`src/sv/u8v_pkg.sv`:
```
// Package: shared types and constants for the UTF-8 string validator.
package u8v_pkg;

    localparam int unsigned LEN_W = 16;
    localparam int unsigned CNT_W = 17;
    localparam int unsigned ACC_W = 21;

    localparam logic [CNT_W-1:0] CNT_SAT     = 17'h10000;
    localparam logic [LEN_W-1:0] MAX_LEN_RST = 16'd1024;

    localparam logic [ACC_W-1:0] MIN_2B    = 21'h80;
    localparam logic [ACC_W-1:0] MIN_3B    = 21'h800;
    localparam logic [ACC_W-1:0] MIN_4B    = 21'h10000;
    localparam logic [ACC_W-1:0] MAX_CP    = 21'h10FFFF;
    localparam logic [ACC_W-1:0] SURR_LO   = 21'hD800;
    localparam logic [ACC_W-1:0] SURR_HI   = 21'hDFFF;

    typedef enum logic [1:0] {
        CLS_NONE = 2'd0,
        CLS_2B   = 2'd1,
        CLS_3B   = 2'd2,
        CLS_4B   = 2'd3
    } t_seq_cls;

    typedef struct packed {
        logic [7:0] data_byte;
        logic       has_byte;
        logic       last_byte;
    } t_item;

    typedef struct packed {
        logic             accepted;
        logic [CNT_W-1:0] byte_count;
    } t_result;

    typedef struct packed {
        logic [1:0]       pend;
        logic [ACC_W-1:0] acc;
        t_seq_cls         cls;
        logic             err;
        logic [CNT_W-1:0] cnt;
    } t_state;

    localparam t_state STATE_CLR = '{pend: 2'd0, acc: '0, cls: CLS_NONE, err: 1'b0, cnt: '0};

endpackage

```
`src/sv/u8v_ifs.sv`:
```
// Interfaces: byte item, result and configuration write channels.
interface u8v_item_if;
    logic       valid;
    logic       ready;
    logic [7:0] data_byte;
    logic       has_byte;
    logic       last_byte;
    modport source (output valid, data_byte, has_byte, last_byte, input ready);
    modport sink   (input valid, data_byte, has_byte, last_byte, output ready);
endinterface

interface u8v_result_if;
    logic        valid;
    logic        ready;
    logic        accepted;
    logic [16:0] byte_count;
    modport source (output valid, accepted, byte_count, input ready);
    modport sink   (input valid, accepted, byte_count, output ready);
endinterface

interface u8v_cfg_if;
    logic        valid;
    logic        ready;
    logic [15:0] data;
    modport source (output valid, data, input ready);
    modport sink   (input valid, data, output ready);
endinterface

```
`src/sv/utf8_string_validator.sv`:
```
// Top level: strict UTF-8 string validator with length limit.
// Takes one byte per cycle and keeps up with back-to-back transactions: each
// item is registered, decoded combinationally against the running string state,
// and the verdict for the item marked last lands in an output register, so an
// item can be accepted every cycle while the output is taken. A last item passes
// the input register, then the result register. The only stall comes from a
// held result register when the downstream side is not ready. The length limit
// register is written through the configuration channel, which is always ready.
module utf8_string_validator
    import u8v_pkg::*;
(
    input  logic         i_clk,
    input  logic         i_rst_n,
    u8v_item_if.sink     i_item,
    u8v_result_if.source o_result,
    u8v_cfg_if.sink      i_cfg
);

    logic             stg_valid;
    t_item            stg_item;
    logic             out_free;
    logic             advance;
    t_state           r_state;
    t_state           n_state;
    t_result          n_result;
    t_result          r_result;
    logic             r_out_valid;
    logic [LEN_W-1:0] r_max_len;

    assign out_free = !r_out_valid || o_result.ready;
    assign advance  = stg_valid && (!stg_item.last_byte || out_free);

    u8v_in_stage u_in (
        .i_clk     (i_clk),
        .i_rst_n   (i_rst_n),
        .i_item    (i_item),
        .i_advance (advance),
        .o_valid   (stg_valid),
        .o_item    (stg_item)
    );

    u8v_decode u_dec (
        .i_state   (r_state),
        .i_item    (stg_item),
        .i_max_len (r_max_len),
        .o_state   (n_state),
        .o_result  (n_result)
    );

    assign i_cfg.ready = 1'b1;

    always_ff @(posedge i_clk) begin
        if (!i_rst_n) begin
            r_max_len <= MAX_LEN_RST;
        end else if (i_cfg.valid) begin
            r_max_len <= i_cfg.data;
        end
    end

    always_ff @(posedge i_clk) begin
        if (!i_rst_n) begin
            r_state <= STATE_CLR;
        end else if (advance) begin
            r_state <= n_state;
        end
    end

    always_ff @(posedge i_clk) begin
        if (!i_rst_n) begin
            r_out_valid <= 1'b0;
        end else if (advance && stg_item.last_byte) begin
            r_out_valid <= 1'b1;
        end else if (o_result.ready) begin
            r_out_valid <= 1'b0;
        end
    end

    always_ff @(posedge i_clk) begin
        if (advance && stg_item.last_byte) begin
            r_result <= n_result;
        end
    end

    assign o_result.valid      = r_out_valid;
    assign o_result.accepted   = r_result.accepted;
    assign o_result.byte_count = r_result.byte_count;

endmodule

```
`src/sv/u8v_in_stage.sv`:
```
// Input register stage: captures one byte item per transaction.
module u8v_in_stage
    import u8v_pkg::*;
(
    input  logic        i_clk,
    input  logic        i_rst_n,
    u8v_item_if.sink    i_item,
    input  logic        i_advance,
    output logic        o_valid,
    output t_item       o_item
);

    logic  r_valid;
    t_item r_item;

    assign i_item.ready = !r_valid || i_advance;
    assign o_valid      = r_valid;
    assign o_item       = r_item;

    always_ff @(posedge i_clk) begin
        if (!i_rst_n) begin
            r_valid <= 1'b0;
        end else if (i_item.ready) begin
            r_valid <= i_item.valid;
        end
    end

    always_ff @(posedge i_clk) begin
        if (i_item.ready && i_item.valid) begin
            r_item <= '{data_byte: i_item.data_byte, has_byte: i_item.has_byte,
                        last_byte: i_item.last_byte};
        end
    end

endmodule

```
`src/sv/u8v_decode.sv`:
```
// Per-byte decode step: next string state and verdict for one item.
module u8v_decode
    import u8v_pkg::*;
(
    input  t_state           i_state,
    input  t_item            i_item,
    input  logic [LEN_W-1:0] i_max_len,
    output t_state           o_state,
    output t_result          o_result
);

    t_state           s;
    logic [7:0]       c;
    logic [ACC_W-1:0] acc_sh;
    logic [ACC_W-1:0] smallest;

    assign c      = i_item.data_byte;
    assign acc_sh = {i_state.acc[ACC_W-7:0], c[5:0]};

    always_comb begin
        case (i_state.cls)
            CLS_2B:  smallest = MIN_2B;
            CLS_3B:  smallest = MIN_3B;
            default: smallest = MIN_4B;
        endcase
    end

    always_comb begin
        s = i_state;
        if (i_item.has_byte) begin
            if (s.cnt != CNT_SAT) begin
                s.cnt = s.cnt + 1'b1;
            end
            if (!i_state.err) begin
                if (i_state.pend == 2'd0) begin
                    if (c == 8'h00) begin
                        s.err = 1'b1;
                    end else if (c inside {[8'h01:8'h7F]}) begin
                        s.err = 1'b0;
                    end else if (c inside {[8'hC0:8'hDF]}) begin
                        s.pend = 2'd1;
                        s.cls  = CLS_2B;
                        s.acc  = {16'd0, c[4:0]};
                    end else if (c inside {[8'hE0:8'hEF]}) begin
                        s.pend = 2'd2;
                        s.cls  = CLS_3B;
                        s.acc  = {17'd0, c[3:0]};
                    end else if (c inside {[8'hF0:8'hF7]}) begin
                        s.pend = 2'd3;
                        s.cls  = CLS_4B;
                        s.acc  = {18'd0, c[2:0]};
                    end else begin
                        s.err = 1'b1;
                    end
                end else if (c[7:6] != 2'b10) begin
                    s.err = 1'b1;
                end else begin
                    s.acc  = acc_sh;
                    s.pend = i_state.pend - 2'd1;
                    if (i_state.pend == 2'd1) begin
                        if (acc_sh < smallest || acc_sh > MAX_CP ||
                            (acc_sh >= SURR_LO && acc_sh <= SURR_HI)) begin
                            s.err = 1'b1;
                        end
                        s.acc = '0;
                        s.cls = CLS_NONE;
                    end
                end
            end
        end
        o_result.accepted   = !s.err && (s.pend == 2'd0) && (s.cnt <= {1'b0, i_max_len});
        o_result.byte_count = s.cnt;
        o_state = i_item.last_byte ? STATE_CLR : s;
    end

endmodule
```
`src/flat_wrapper.sv`:
```
// flat-port wrapper written by rule: the top's interface ports become plain ports
module utf8_string_validator_flat import u8v_pkg::*;
  (i_clk, i_rst_n, i_item_valid, i_item_data_byte, i_item_has_byte, i_item_last_byte, i_item_ready, o_result_valid, o_result_accepted, o_result_byte_count, o_result_ready, i_cfg_valid, i_cfg_data, i_cfg_ready);
  u8v_item_if i_item_i ();
  u8v_result_if o_result_i ();
  u8v_cfg_if i_cfg_i ();
  input  logic i_clk;
  input  logic i_rst_n;
  input wire logic [$bits(i_item_i.valid)-1:0] i_item_valid;
  input wire logic [$bits(i_item_i.data_byte)-1:0] i_item_data_byte;
  input wire logic [$bits(i_item_i.has_byte)-1:0] i_item_has_byte;
  input wire logic [$bits(i_item_i.last_byte)-1:0] i_item_last_byte;
  output wire logic [$bits(i_item_i.ready)-1:0] i_item_ready;
  output wire logic [$bits(o_result_i.valid)-1:0] o_result_valid;
  output wire logic [$bits(o_result_i.accepted)-1:0] o_result_accepted;
  output wire logic [$bits(o_result_i.byte_count)-1:0] o_result_byte_count;
  input wire logic [$bits(o_result_i.ready)-1:0] o_result_ready;
  input wire logic [$bits(i_cfg_i.valid)-1:0] i_cfg_valid;
  input wire logic [$bits(i_cfg_i.data)-1:0] i_cfg_data;
  output wire logic [$bits(i_cfg_i.ready)-1:0] i_cfg_ready;
  assign i_item_i.valid = i_item_valid;
  assign i_item_i.data_byte = i_item_data_byte;
  assign i_item_i.has_byte = i_item_has_byte;
  assign i_item_i.last_byte = i_item_last_byte;
  assign i_item_ready = i_item_i.ready;
  assign o_result_valid = o_result_i.valid;
  assign o_result_accepted = o_result_i.accepted;
  assign o_result_byte_count = o_result_i.byte_count;
  assign o_result_i.ready = o_result_ready;
  assign i_cfg_i.valid = i_cfg_valid;
  assign i_cfg_i.data = i_cfg_data;
  assign i_cfg_ready = i_cfg_i.ready;
  utf8_string_validator u_core (.i_clk(i_clk), .i_rst_n(i_rst_n), .i_item(i_item_i), .o_result(o_result_i), .i_cfg(i_cfg_i));
endmodule
```
`config.mk`:
```
export PLATFORM = sky130hd
export DESIGN_NAME = utf8_string_validator_flat
export DESIGN_NICKNAME = d
export VERILOG_FILES = /design/src/sv/u8v_pkg.sv /design/src/sv/u8v_ifs.sv /design/src/sv/utf8_string_validator.sv /design/src/sv/u8v_in_stage.sv /design/src/sv/u8v_decode.sv /design/src/flat_wrapper.sv
export SDC_FILE = /design/constraint.sdc
export NUM_CORES = 1
export LEC_CHECK = 0
export BUFFER_PORTS_ARGS = -buffer_cell sky130_fd_sc_hd__buf_2
export CAP_MARGIN = 20
export CORE_MARGIN = 1.5
export CORE_UTILIZATION = 42
export DETAILED_ROUTE_END_ITERATION = 16
export PLACE_DENSITY = 0.64
export SYNTH_ARGS = -nofsm -noshare
export SYNTH_HDL_FRONTEND = slang
export SYNTH_SLANG_ARGS = --single-unit
```
`constraint.sdc`:
```
create_clock -name i_clk -period 3.45 [get_ports i_clk]
set_input_delay 0.1725 -clock i_clk [delete_from_list [all_inputs] [get_ports i_clk]]
set_output_delay 0.1725 -clock i_clk [all_outputs]
set_load 0.01 [all_outputs]
```
# Word level (Yosys, flattened, before mapping)
# Cells that the tools add are included.
# totals
regBits,83
in_bits,31
out_inout_bits,21
elab_cells,87
# op_classes
n_addsub,2
magnitude_cmp,13
eq_ne,10
muxes,22
n_reduce_logical,27
# ops
op,n
25-bit two-way mux,6
43-bit two-way mux,2
26-bit two-way mux,2
17-bit case mux with 2 select lines,1
8-bit greater-or-equal comparator (second input constant),3
8-bit <= comparator (second input constant),3
24-bit two-way mux,1
21-bit by 16-bit greater-or-equal comparator with 1-bit output (second input constant),1
21-bit > comparator (second input constant),1
21-bit by 16-bit <= comparator with 1-bit output (second input constant),1
21-bit by 17-bit < comparator with 1-bit output,1
17-bit by 1-bit adder with 17-bit output (second input constant),1
17-bit by 16-bit <= comparator with 1-bit output,1
17-bit two-way mux,1
17-bit != test (second input constant),1
1-bit logical AND,10
1-bit two-way mux,9
3-bit by 2-bit != test with 1-bit output (second input constant),3
8-bit by 1-bit greater-or-equal comparator with 1-bit output (second input constant),1
8-bit by 7-bit <= comparator with 1-bit output (second input constant),1
8-bit logical NOT,1
8-bit AND reduction,1
7-bit AND reduction,1
1-bit logical OR,5
9 further kinds,16

# Longest topological paths before layout
# Gate-level depths: netlist (run 1).
# depth
depth_word,14
depth_mapped,12
depth_no_buf,12

# Cells and area by module
# Synthesis (run 1) repeated with hierarchy kept, for this count alone.
# unflattened
cells_unflattened,575
area_unflattened_um2,5210.0
# by_module_without_submodules
module,instances,cells_per_inst,area_per_inst_um2,seq_area_each_um2
utf8_string_validator,1,264,2964.1,1741.7
u8v_decode,1,296,1888.1,0.0
u8v_in_stage,1,15,357.8,320.3

# Least setup slack after synthesis (run 1)
# No wires, ideal clock.
# synth_path
kind,flip-flop to flip-flop
start,register u_core.r_state[0] in the netlist's numbering
end,register u_core.r_result (netlist bit u_core.o_result.accepted) (data pin)
setup_ns,0.170
arrival_time_ns,2.659
required_time_ns,3.280
path_slack_ns,0.621
stages_incl_launch_ff,12
n_path_buf,0
period_less_slack_ns,2.829
path_cell_list,dfxtp_1 > ha_1 > nand3_4 > nor4_4 > nand2_1 > xnor2_1 > ha_1 > nand4_1 > nor2_1 > a2111oi_0 > a211oi_1 > nor4_2
# synth_rtl
element,line_no,text
from (decl),utf8_string_validator.sv:23,t_state r_state;
from (signal assigned),utf8_string_validator.sv:64,r_state <= n_state;
to (signal assigned),utf8_string_validator.sv:80,r_result <= n_result;
to (decl),utf8_string_validator.sv:26,t_result r_result;

==> results of run 1 <==
[layer usage]
metal	wire length, µm	share of wire [%]
met2	4810	48
met5	0	0
met1	4620	46
met4	210	2.1
met3	377	3.8
[sequential cells by signal, summed over array words and instances (netlist names)]
register,count
u_core.o_result.valid,1
u_core.r_max_len,16
u_core.o_result.accepted,1
u_core.u_in.o_valid,1
u_core.r_state,37
u_core.u_in.o_item,10
u_core.o_result.byte_count,17
[how the worst max path moves through the flow]
stage,start,to,cells after the start,slack (ns)
floorplan,u_core.r_state[0],u_core.o_result.accepted,11,0.62
detailed placement,u_core.r_state[0],u_core.o_result.accepted,11,0.18
CTS,u_core.r_state[0],u_core.o_result.accepted,11,0.19
global route,u_core.r_state[0],u_core.o_result.accepted,12,-0.04
finish,u_core.r_state[0],u_core.o_result.accepted,11,0.22
global placement,u_core.r_state[0],u_core.o_result.accepted,11,0.30
[layout make-up]
class / instances / share of cell area (%)
Timing Repair Buffer: 68 / 7.97
Clock buffer: 11 / 2.55
Sequential cell: 83 / 37.7
Inverter: 34 / 2.48
Multi-Input combinational cell: 307 / 45.6
Tap cell: 136 / 3.30
Clock inverter: 5 / 0.437
[repair_timing]
item | 4_1_cts | 5_1_grt
resized for setup | 0 | 3
endpoints found under the hold margin | 10 | 0
endpoints found under the setup margin | 0 | 1
hold buffers | 10 | 0
[power by group]
part	total, W	internal (W)	leakage, nW	switching [W]
Sequential	0.00106	0.00104	0.702	0.0000229
Combinational	0.000174	0.0000749	1.17	0.0000991
Clock	0.000592	0.000253	0.0819	0.000338
[stage by stage]
step	std cells	hold slack, ns	TNS (ns)	power (W)
final	644	0.0298	0	0.00182
after global routing	644	0.0214	-0.0415	0.00192
after CTS	643	0.0129	0	0.00185
after detailed placement	617	0.351	0	0.00124
after global placement	617	0.349	0	0.00124
after floorplan	451	0.271	0	0.00119
[cell usage in the layout (no fill, tap or decap), types with 7 or more instances in the layout]
| cell | Yosys | layout |
|---|---|---|
| o21ai_0 | 29 | 29 |
| a21boi_1 | 17 | 17 |
| edfxtp_1 | 28 | 28 |
| nand2_1 | 22 | 22 |
| clkbuf_8 | 0 | 9 |
| inv_1 | 34 | 34 |
| xnor2_1 | 12 | 11 |
| nor2_1 | 14 | 14 |
| mux2i_1 | 17 | 17 |
| dfxtp_1 | 55 | 55 |
| nand4_1 | 17 | 17 |
| nor2b_1 | 24 | 24 |
| dlygate4sd3_1 | 0 | 10 |
| ha_1 | 24 | 24 |
| buf_4 | 1 | 7 |
| buf_2 | 6 | 50 |
| a21oi_1 | 11 | 11 |
[critical path: stages (launching register included)]
cell     delay [ns]
dfxtp_1        0.45
inv_1          0.10
ha_1           0.20
nor4b_2        0.17
a41oi_4        0.32
mux2_2         0.42
ha_1           0.30
nand4_1        0.20
nor4_2         0.39
a31o_2         0.20
nand3_1        0.08
nor4_2         0.23
[kinds of logic after synthesis]
| kind of cell | share of synthesized area (%) |
|---|---|
| multiplexers | 3.99 |
| AND/OR/NAND/NOR | 19.9 |
| XOR/XNOR | 3.06 |
| other | 0.0825 |
| AO/OA/AOI/OAI | 17.7 |
| adder cells (fa/ha/maj) | 6.61 |
| buffers and inverters | 5.95 |
| flip-flops | 42.7 |
==> results.ini, run 1 <==
[global_routing]
top_usage_layer=met2
grt_max_degree=39
grt_pass1_wl_um=17000
grt.total_usage_pct=19.1
use_met1_pct=24.1
use_met2_pct=30.7
antenna_found_initial=0
first_global_vias=3452
met3_usage_pct=5.47
gr-total-overflow=0

[finish]
multi_input_area_um2=2350
drive_gt1_share_pct=20.3
seq_area_um2=1940
fillers=961
finalInstanceArea_um2=5150
syn2layout_area_growth_pct=13.4
fin_util_pct=49.4
nets=558
n_antenna_cell=0

[synth]
synth_top_area_share_pct=24.2
synth_seq_cells=83
yosysSeqAreaShare_pct=42.7
syn_area_per_cell_um2=10.1
syn_inst=451
synth-edff-count=28
synth_cell_types=70
netlist_area_um2=4540
synth-async-reset-ratio_pct=0
yosysMostFrequentCell=dfxtp_1
synth_common_cells=55 x dfxtp_1, 34 x inv_1, 29 x o21ai_0
synth_ff_type=dfxtp_1
yosys-top-cells-area=dfxtp_1 24%, edfxtp_1 19%, ha_1 6.6%, mux2i_1 3.7%, nor2b_1 3.3%
synth_top_area_cell=dfxtp_1
syn_nets=506
yosys_warnings=0

[drt]
vias=3510
drtIter0Drc=141
wl_per_cell_um=15.6
first_pass_iters=4
drc=0
drtAntennaViolNets=0
viasPerCell=5.45
drt-total-wl_um=10000

[clock_network]
clock_latency_ns=0.37
cts_tree=built
clk_path_buf_depth=2
numCtsBuffers=9
cts_sinks=83
htreeDepth=3
cts_root_buf=clkbuf_8
cts_setup_buffers=0
clkTransAtPathRegs_ns=0.08

[placed_design]
pre_cts_ws_ns=0.176
gp_congestion=0.833
hpwl_um=7110
port_buffers=50
placed_area_um2=4870

[power_and_ir_drop]
ir_drop_uv=257
p_leak_nw=1.95
power_density_nw_per_um2=354

[setup_path]
cp-end-kind=register
crit_fanout=10
worstSetupStartpointType=register
rr_worst_depth=11
critPathKind=reg -> reg
ff2ff_setup_slack_ns=0.22
r2r_end=u_core.o_result.accepted
cp.arrival_ns=3.44
required_ns=3.66
r2r-start=u_core.r_state[0]

[hold_path]
whs_path_depth=3
min_from=i_cfg_data[10]
min_to=u_core.r_max_len[10]
min_path_type=in -> reg

[die]
core_region_area_um2=10400
dieWidth_um=107
fp-row-count=37
io_pins=52
initial_core_util_pct=43.6
die_h_um=107
die_area_um2=11500

[timing]
worstMarginPinSlew_ns=0.719
slew_headroom_pct=52.1
period_needed_ns=3.23
setup_viol=0
slew_violations=0
layout_setup_ws_ns=0.218
fin_skew_ns=0.0122
fmax_ghz=0.309
hold_viol_final=0
finalCritPeriodShare_pct=93.7

[flow_run]
cap_violations=0

[run_status]
status=completed

Power figures use the tool's default switching activity.
==> run 2, diff against run 1 <==
- CORE_MARGIN: 1.5 -> 2
- RECOVER_POWER: unset -> 50
==> run 2 against run 1 <==
  * The run now ends with capacitance limit, slew limit left
  * Critical path depth up 1
  * First-iteration DRC count grew 5.0%
  * Power up 3.3%
  * Wire length decreased by 1.1%
  * Largest cell class unchanged
  * Largest power group unchanged
  * Global-route usage down 1.2 points
  * Register-to-register slack improved by 0.03 ns
  * Non-clock buffer count is the same
  * Fmax grew 1.0%
  * Worst setup slack improved by 0.033 ns
  * Final area decreased by 0.34%
  * Core utilization shrank 0.17 points
  * Die area grew 1.9%
==> results.ini, run 2 (synthesis gave the netlist of run 1 again) <==
[die]
die_area_um2=11700  ; was 11500 µm²
initial_core_util_pct=43.6  ; unchanged
die_h_um=108  ; was 107 µm
core_region_area_um2=10400  ; unchanged
dieWidth_um=108  ; was 107 µm
fp-row-count=37  ; unchanged
io_pins=52  ; unchanged

[placed_design]
gp_congestion=0.821  ; was 0.833
dp_cells=617  ; unchanged
hpwl_um=7120  ; was 7110 µm
pre_cts_ws_ns=0.178  ; was 0.176 ns
port_buffers=50  ; unchanged

[setup_path]
crit_path_top_delay_cell=dfxtp_1  ; unchanged
cp.arrival_ns=3.39  ; was 3.44 ns
crit_fanout=10  ; unchanged
critPathMaxStageDelay_ns=0.45  ; about the same
crit_chain=inv_1 -> ha_1 -> nor4b_2 -> a41oi_4 -> nand2b_1 -> xnor2_1 -> ha_1 -> a21oi_1 -> o21ai_0 -> a2111oi_0 -> a211oi_1 -> nor4_2  ; was inv_1 -> ha_1 -> nor4b_2 -> a41oi_4 -> mux2_2 -> ha_1 -> nand4_1 -> nor4_2 -> a31o_2 -> nand3_1 -> nor4_2
cp-end-kind=register  ; unchanged
critPathKind=reg -> reg  ; unchanged
required_ns=3.65  ; was 3.66 ns
worstSetupStartpointType=register  ; unchanged
crit_top_cell=ha_1
ff2ff_setup_slack_ns=0.25  ; was 0.22 ns

[drt]
drtIter0Drc=148  ; was 141
wl_per_cell_um=15.4  ; was 15.6 µm
drtAntennaViolNets=0  ; unchanged
drt-total-wl_um=9910  ; was 10000 µm
vias=3514  ; was 3510
viasPerCell=5.46  ; was 5.45
first_pass_iters=4  ; unchanged
drc=0  ; unchanged

[global_routing]
top_usage_layer=met2  ; unchanged
gr-total-overflow=0  ; unchanged
use_met2_pct=30.6  ; was 30.7%
first_global_vias=3361  ; was 3452
grt.total_usage_pct=17.9  ; was 19.1%
met3_usage_pct=3.98  ; was 5.47%
use_met1_pct=22.9  ; was 24.1%
antenna_found_initial=0  ; unchanged
grt_max_degree=49  ; was 39
grt_pass1_wl_um=16300  ; was 17000 µm

[finish]
fin_util_pct=49.3  ; was 49.4%
mostFrequentLayoutCell=dfxtp_1  ; unchanged
layoutNonFillerInstCount=644  ; unchanged
drive_gt1_share_pct=15.7  ; was 20.3%
largest_register=u_core.r_state  ; unchanged
nets=558  ; unchanged
final_cell_mix=55 x dfxtp_1, 34 x inv_1, 29 x o21ai_0, 29 x buf_2, 28 x edfxtp_1  ; was 55 x dfxtp_1, 50 x buf_2, 34 x inv_1
syn2layout_area_growth_pct=13.0  ; was 13.4%
n_antenna_cell=0  ; unchanged
largest_reg_flops=37  ; unchanged

[clock_network]
numCtsBuffers=9  ; unchanged
clock_latency_ns=0.37  ; about the same
cts_tree=built  ; unchanged
cts_root_buf=clkbuf_8  ; unchanged
clkTransAtPathRegs_ns=0.08  ; about the same
cts_sinks=83  ; unchanged
htreeDepth=3  ; unchanged
clk_path_buf_depth=2  ; unchanged

[run_status]
status=complete, but fails checks  ; was completed
violations=capacitance limit, slew limit

[timing]
slew_headroom_pct=-24.0  ; was 52.1%
rsz0062_at_grt=no
fin_skew_ns=0.0143  ; was 0.0122 ns
layout_setup_ws_ns=0.251  ; was 0.218 ns
slew_violations=49  ; was 0
worstMarginPinSlew_ns=1.86  ; was 0.719 ns
period_needed_ns=3.20  ; was 3.23 ns
holdWs_ns=0.0236  ; was 0.0298 ns
fmax_ghz=0.313  ; was 0.309 GHz
setup_viol=0  ; unchanged
setup_tns_ns=0  ; unchanged
finalCritPeriodShare_pct=92.7  ; was 93.7%
hold_viol_final=0  ; unchanged

[power_and_ir_drop]
power_density_nw_per_um2=367  ; was 354 nW/µm²
ir_drop_uv=221  ; was 257 µV
p_leak_nw=1.90  ; was 1.95 nW

[flow_run]
cap_violations=1  ; was 0

[hold_path]
min_path_type=in -> reg  ; unchanged

[run 2: cell types whose count changed in the layout (fill, tap and decap cells not counted), moves of 2 or more]
| cell | delta |
|---|---|
| clkinv_1 | -2 |
| buf_4 | -2 |
| buf_2 | -21 |
| clkbuf_1 | +24 |
[run 2: final timing paths]
check                startpoint  cells after the start                  endpoint
max           u_core.r_state[0]                     12  u_core.o_result.accepted
min              i_cfg_data[10]                      3      u_core.r_max_len[10]
max reg2reg   u_core.r_state[0]                     12  u_core.o_result.accepted
min reg2reg  u_core.r_state[32]                      2        u_core.r_state[32]
[run 2: area by class of cell]
| class | count | area (µm²) |
|---|---|---|
| flip-flops and latches | 83 | 1940 |
| clock inverters | 4 | 23.8 |
| fillers | 996 | 5280 |
| well taps | 136 | 170 |
| clock buffers | 12 | 156 |
| repair buffers | 68 | 373 |
| inverters | 34 | 128 |
| multi-input cells | 307 | 2340 |
[run 2: where the power goes]
part	internal [W]	switching, W
registers	0.00104	0.0000234
clock network	0.000304	0.000351
logic	0.0000723	0.0000980
total	0.00141	0.000473
[run 2: critical path, delay by kind of cell, from the launching register on]
| family | cells | cell delay (ns) |
|---|---|---|
| and+or+nand+nor | 3 | 0.59 |
| xor gates and xnor gates | 1 | 0.24 |
| buffers and inverters | 1 | 0.11 |
| adders and majority gates | 2 | 0.50 |
| DFF | 1 | 0.45 |
| AOI/OAI and AO/OA | 5 | 1.13 |
[run 2: routing by layer]
metal | wire length [µm] | part of all wire [%]
met1 | 4670 | 47
met2 | 4740 | 48
met5 | 0 | 0
met4 | 105 | 1.1
met3 | 387 | 3.9
[run 2: repair_timing]
action,CTS,global route
gates resized for setup,0,2
endpoints found under the hold margin,10,0
setup buffers,0,0
hold buffers,10,0
setup endpoints to repair,0,1
[run 2: metrics by stage]
stage               cell area [µm²]  power (W)
floorplan                      4540    0.00119
global placement               4870    0.00124
detailed placement             4870    0.00124
CTS                            5150    0.00191
global route                   5130    0.00197
finish                         5130    0.00188
==> run 3, diff against run 2 <==
- PLACE_DENSITY: 0.64 -> 0.63
- SYNTH_HIERARCHICAL: unset -> 1
==> run 3 against run 2 <==
  * The run still ends with capacitance limit, slew limit left
  * Worst hold slack got worse by 0.0083 ns
  * Die area rose by 7.6%
  * Final cell count rose by 11%
  * Global-route usage fell by 1.3 points
  * Clock skew fell by 0.0078 ns
  * Via count rose by 4.9%
  * Fmax rose by 5.4%
==> results.ini, run 3 <==
[hold_path]
whs_path_depth=1  ; was 3
min_path_type=in -> reg  ; unchanged
min_from=i_item_data_byte[0]  ; was i_cfg_data[10]
min_to=u_core/u_in/o_item[2]  ; was u_core.r_max_len[10]

[die]
fp-row-count=39  ; was 37
die_area_um2=12600  ; was 11700 µm²
initial_core_util_pct=42.9  ; was 43.6%
core_region_area_um2=11400  ; was 10400 µm²
die_h_um=112  ; was 108 µm
io_pins=52  ; unchanged
dieWidth_um=112  ; was 108 µm

[run_status]
violations=capacitance limit, slew limit  ; unchanged
status=complete, but fails checks  ; unchanged

[placed_design]
pre_cts_ws_ns=0.471  ; was 0.178 ns
dp_cells=696  ; was 617
gp_congestion=0.823  ; was 0.821
port_buffers=50  ; unchanged
hpwl_um=7230  ; was 7120 µm

[global_routing]
grt_pass1_wl_um=17100  ; was 16300 µm
grt_max_degree=40  ; was 49
grt.total_usage_pct=16.6  ; was 17.9%
gr-total-overflow=0  ; unchanged
first_global_vias=3580  ; was 3361
antenna_found_initial=0  ; unchanged

[timing]
period_needed_ns=3.04  ; was 3.20 ns
setup_tns_ns=0  ; unchanged
setup_viol=0  ; unchanged
slew_headroom_pct=-0.660  ; was -24.0%
slew_violations=32  ; was 49
hold_viol_final=0  ; unchanged
layout_setup_ws_ns=0.414  ; was 0.251 ns
fin_skew_ns=0.00649  ; was 0.0143 ns
finalCritPeriodShare_pct=88.0  ; was 92.7%
rsz0062_at_grt=no  ; unchanged
fmax_ghz=0.329  ; was 0.313 GHz
worstMarginPinSlew_ns=1.51  ; was 1.86 ns

[setup_path]
r2r-start=u_core/r_state[0]  ; was u_core.r_state[0]
crit_chain=ha_1 -> and3_1 -> and4_1 -> and4_4 -> xor2_2 -> ha_1 -> a21o_1 -> a21oi_1 -> o211ai_1 -> a211o_1 -> a2111oi_2  ; was inv_1 -> ha_1 -> nor4b_2 -> a41oi_4 -> nand2b_1 -> xnor2_1 -> ha_1 -> a21oi_1 -> o21ai_0 -> a2111oi_0 -> a211oi_1 -> nor4_2
crit_fanout=5  ; was 10
required_ns=3.59  ; was 3.65 ns
cp-end-kind=register  ; unchanged
cp_top_family=compound AO/OA/AOI/OAI gates  ; unchanged
critPathMaxStageDelay_ns=0.40  ; was 0.45 ns
rr_worst_depth=11  ; was 12
crit_path_top_delay_cell=dfxtp_1  ; unchanged
r2r_end=u_core/o_result.accepted  ; was u_core.o_result.accepted
worstSetupStartpointType=register  ; unchanged
crit_top_cell=ha_1  ; unchanged
ff2ff_setup_slack_ns=0.41  ; was 0.25 ns
path_buf_inv=0  ; was 1
critPathKind=reg -> reg  ; unchanged
cp.arrival_ns=3.18  ; was 3.39 ns

[finish]
drive_gt1_share_pct=11.2  ; was 15.7%
largest_register=u_core/r_state  ; was u_core.r_state
layoutNonFillerInstCount=712  ; was 644
syn2layout_area_growth_pct=9.85  ; was 13.0%
mostFrequentLayoutCell=nand2_1  ; was dfxtp_1
fillers=1102  ; was 996
seq_area_um2=1940  ; unchanged
multi_input_area_um2=2590  ; was 2340 µm²
nets=619  ; was 558
largest_reg_flops=37  ; unchanged
final_cell_mix=99 x nand2_1, 55 x dfxtp_1, 53 x mux2i_1  ; was 55 x dfxtp_1, 34 x inv_1, 29 x o21ai_0, 29 x buf_2, 28 x edfxtp_1
n_antenna_cell=0  ; unchanged

[drt]
drtIter0Drc=126  ; was 148
drc=0  ; unchanged
viasPerCell=5.18  ; was 5.46
drtAntennaViolNets=0  ; unchanged
vias=3687  ; was 3514
drt-total-wl_um=10200  ; was 9910 µm
wl_per_cell_um=14.4  ; was 15.4 µm
first_pass_iters=4  ; unchanged

[clock_network]
htreeDepth=3  ; unchanged
clkTransAtPathRegs_ns=0.06  ; was 0.08 ns
cts_resized=0  ; unchanged
cts_root_buf=clkbuf_16  ; was clkbuf_8
numCtsBuffers=9  ; unchanged
cts_sinks=83  ; unchanged
cts_hold_buf=0  ; was 10
cts_setup_buffers=0  ; unchanged
clock_latency_ns=0.33  ; was 0.37 ns
cts_tree=built  ; unchanged
clk_path_buf_depth=2  ; unchanged

[power_and_ir_drop]
ir_drop_uv=372  ; was 221 µV
totalPowerFinal_w=0.00224  ; was 0.00188 W
p_leak_nw=2.08  ; was 1.90 nW
power_density_nw_per_um2=415  ; was 367 nW/µm²

[flow_run]
cap_violations=1  ; unchanged

[synth]
netlist_area_um2=4900  ; was 4540 µm²
yosys_warnings=6  ; was 0
syn_inst=534  ; was 451
syn_area_per_cell_um2=9.18  ; was 10.1 µm²
syn_nets=589  ; was 506

[run 3: changes by cell type in the layout (fill, tap and decap cells not counted), sizes merged, moves of 10 or more]
cell         previous run  this run
dlygate4sd3            10         0
nand4                  17         6
a21boi                 20         2
o21ai                  34         9
a21oi                  11        25
nand2                  23       100
mux2i                  17        53
nor2b                  24        35
[run 3: worst register-to-register path: cells and delay by family (launching register included)]
kind / cells / cell delay (ns)
flops: 1 / 0.40
simple gates: 3 / 0.75
compound gates: 5 / 1.02
xor+xnor: 1 / 0.21
fa+ha+maj: 2 / 0.48
[run 3: through the flow]
step | area [µm²] | hold slack [ns] | util [%]
final | 5390 | 0.0154 | 47.2
after global routing | 5390 | 0.00505 | 47.2
after CTS | 5430 | 0.000566 | 47.5
after detailed placement | 5130 | 0.351 | 44.9
after global placement | 5130 | 0.349 | 44.9
after floorplan | 4900 | 0.271 | -
[run 3: worst max path at each step]
stage                      start                       end  slack [ns]  depth (start not counted)
2_1_floorplan  u_core/r_state[0]  u_core/o_result.accepted        0.73                         11
5_1_grt        u_core/r_state[0]  u_core/o_result.accepted        0.14                         11
4_1_cts        u_core/r_state[0]  u_core/o_result.accepted        0.45                         11
3_5_place_dp   u_core/r_state[0]  u_core/o_result.accepted        0.47                         11
3_3_place_gp   u_core/r_state[0]  u_core/o_result.accepted        0.58                         11
6_report       u_core/r_state[0]  u_core/o_result.accepted        0.41                         11
[run 3: power breakdown]
part	leakage, nW	switching, W	internal [W]	total, W
combinational	1.24	0.000124	0.0000849	0.000209
sequential	0.699	0.0000245	0.00104	0.00107
clock	0.140	0.000376	0.000584	0.000960
total	2.08	0.000524	0.00171	0.00224
[run 3: layout make-up]
type                    count  area share, %
repair buffers             55           4.79
well taps                 143           3.32
clock inverters             3          0.859
multi-input cells         383           48.1
clock buffers              13           4.65
inverters                  32           2.23
flip-flops and latches     83           36.1
[run 3: per-layer routing]
metal | share of wire, % | GRT usage (%) | vias up | wire, µm
li1 | - | - | 1905 | -
met1 | 45 | 19.5 | 1694 | 4620
met2 | 49 | 29.8 | 71 | 5020
met3 | 3.9 | 3.83 | 17 | 403
met4 | 2.0 | 5.85 | 0 | 209
met5 | 0 | 0 | - | 0
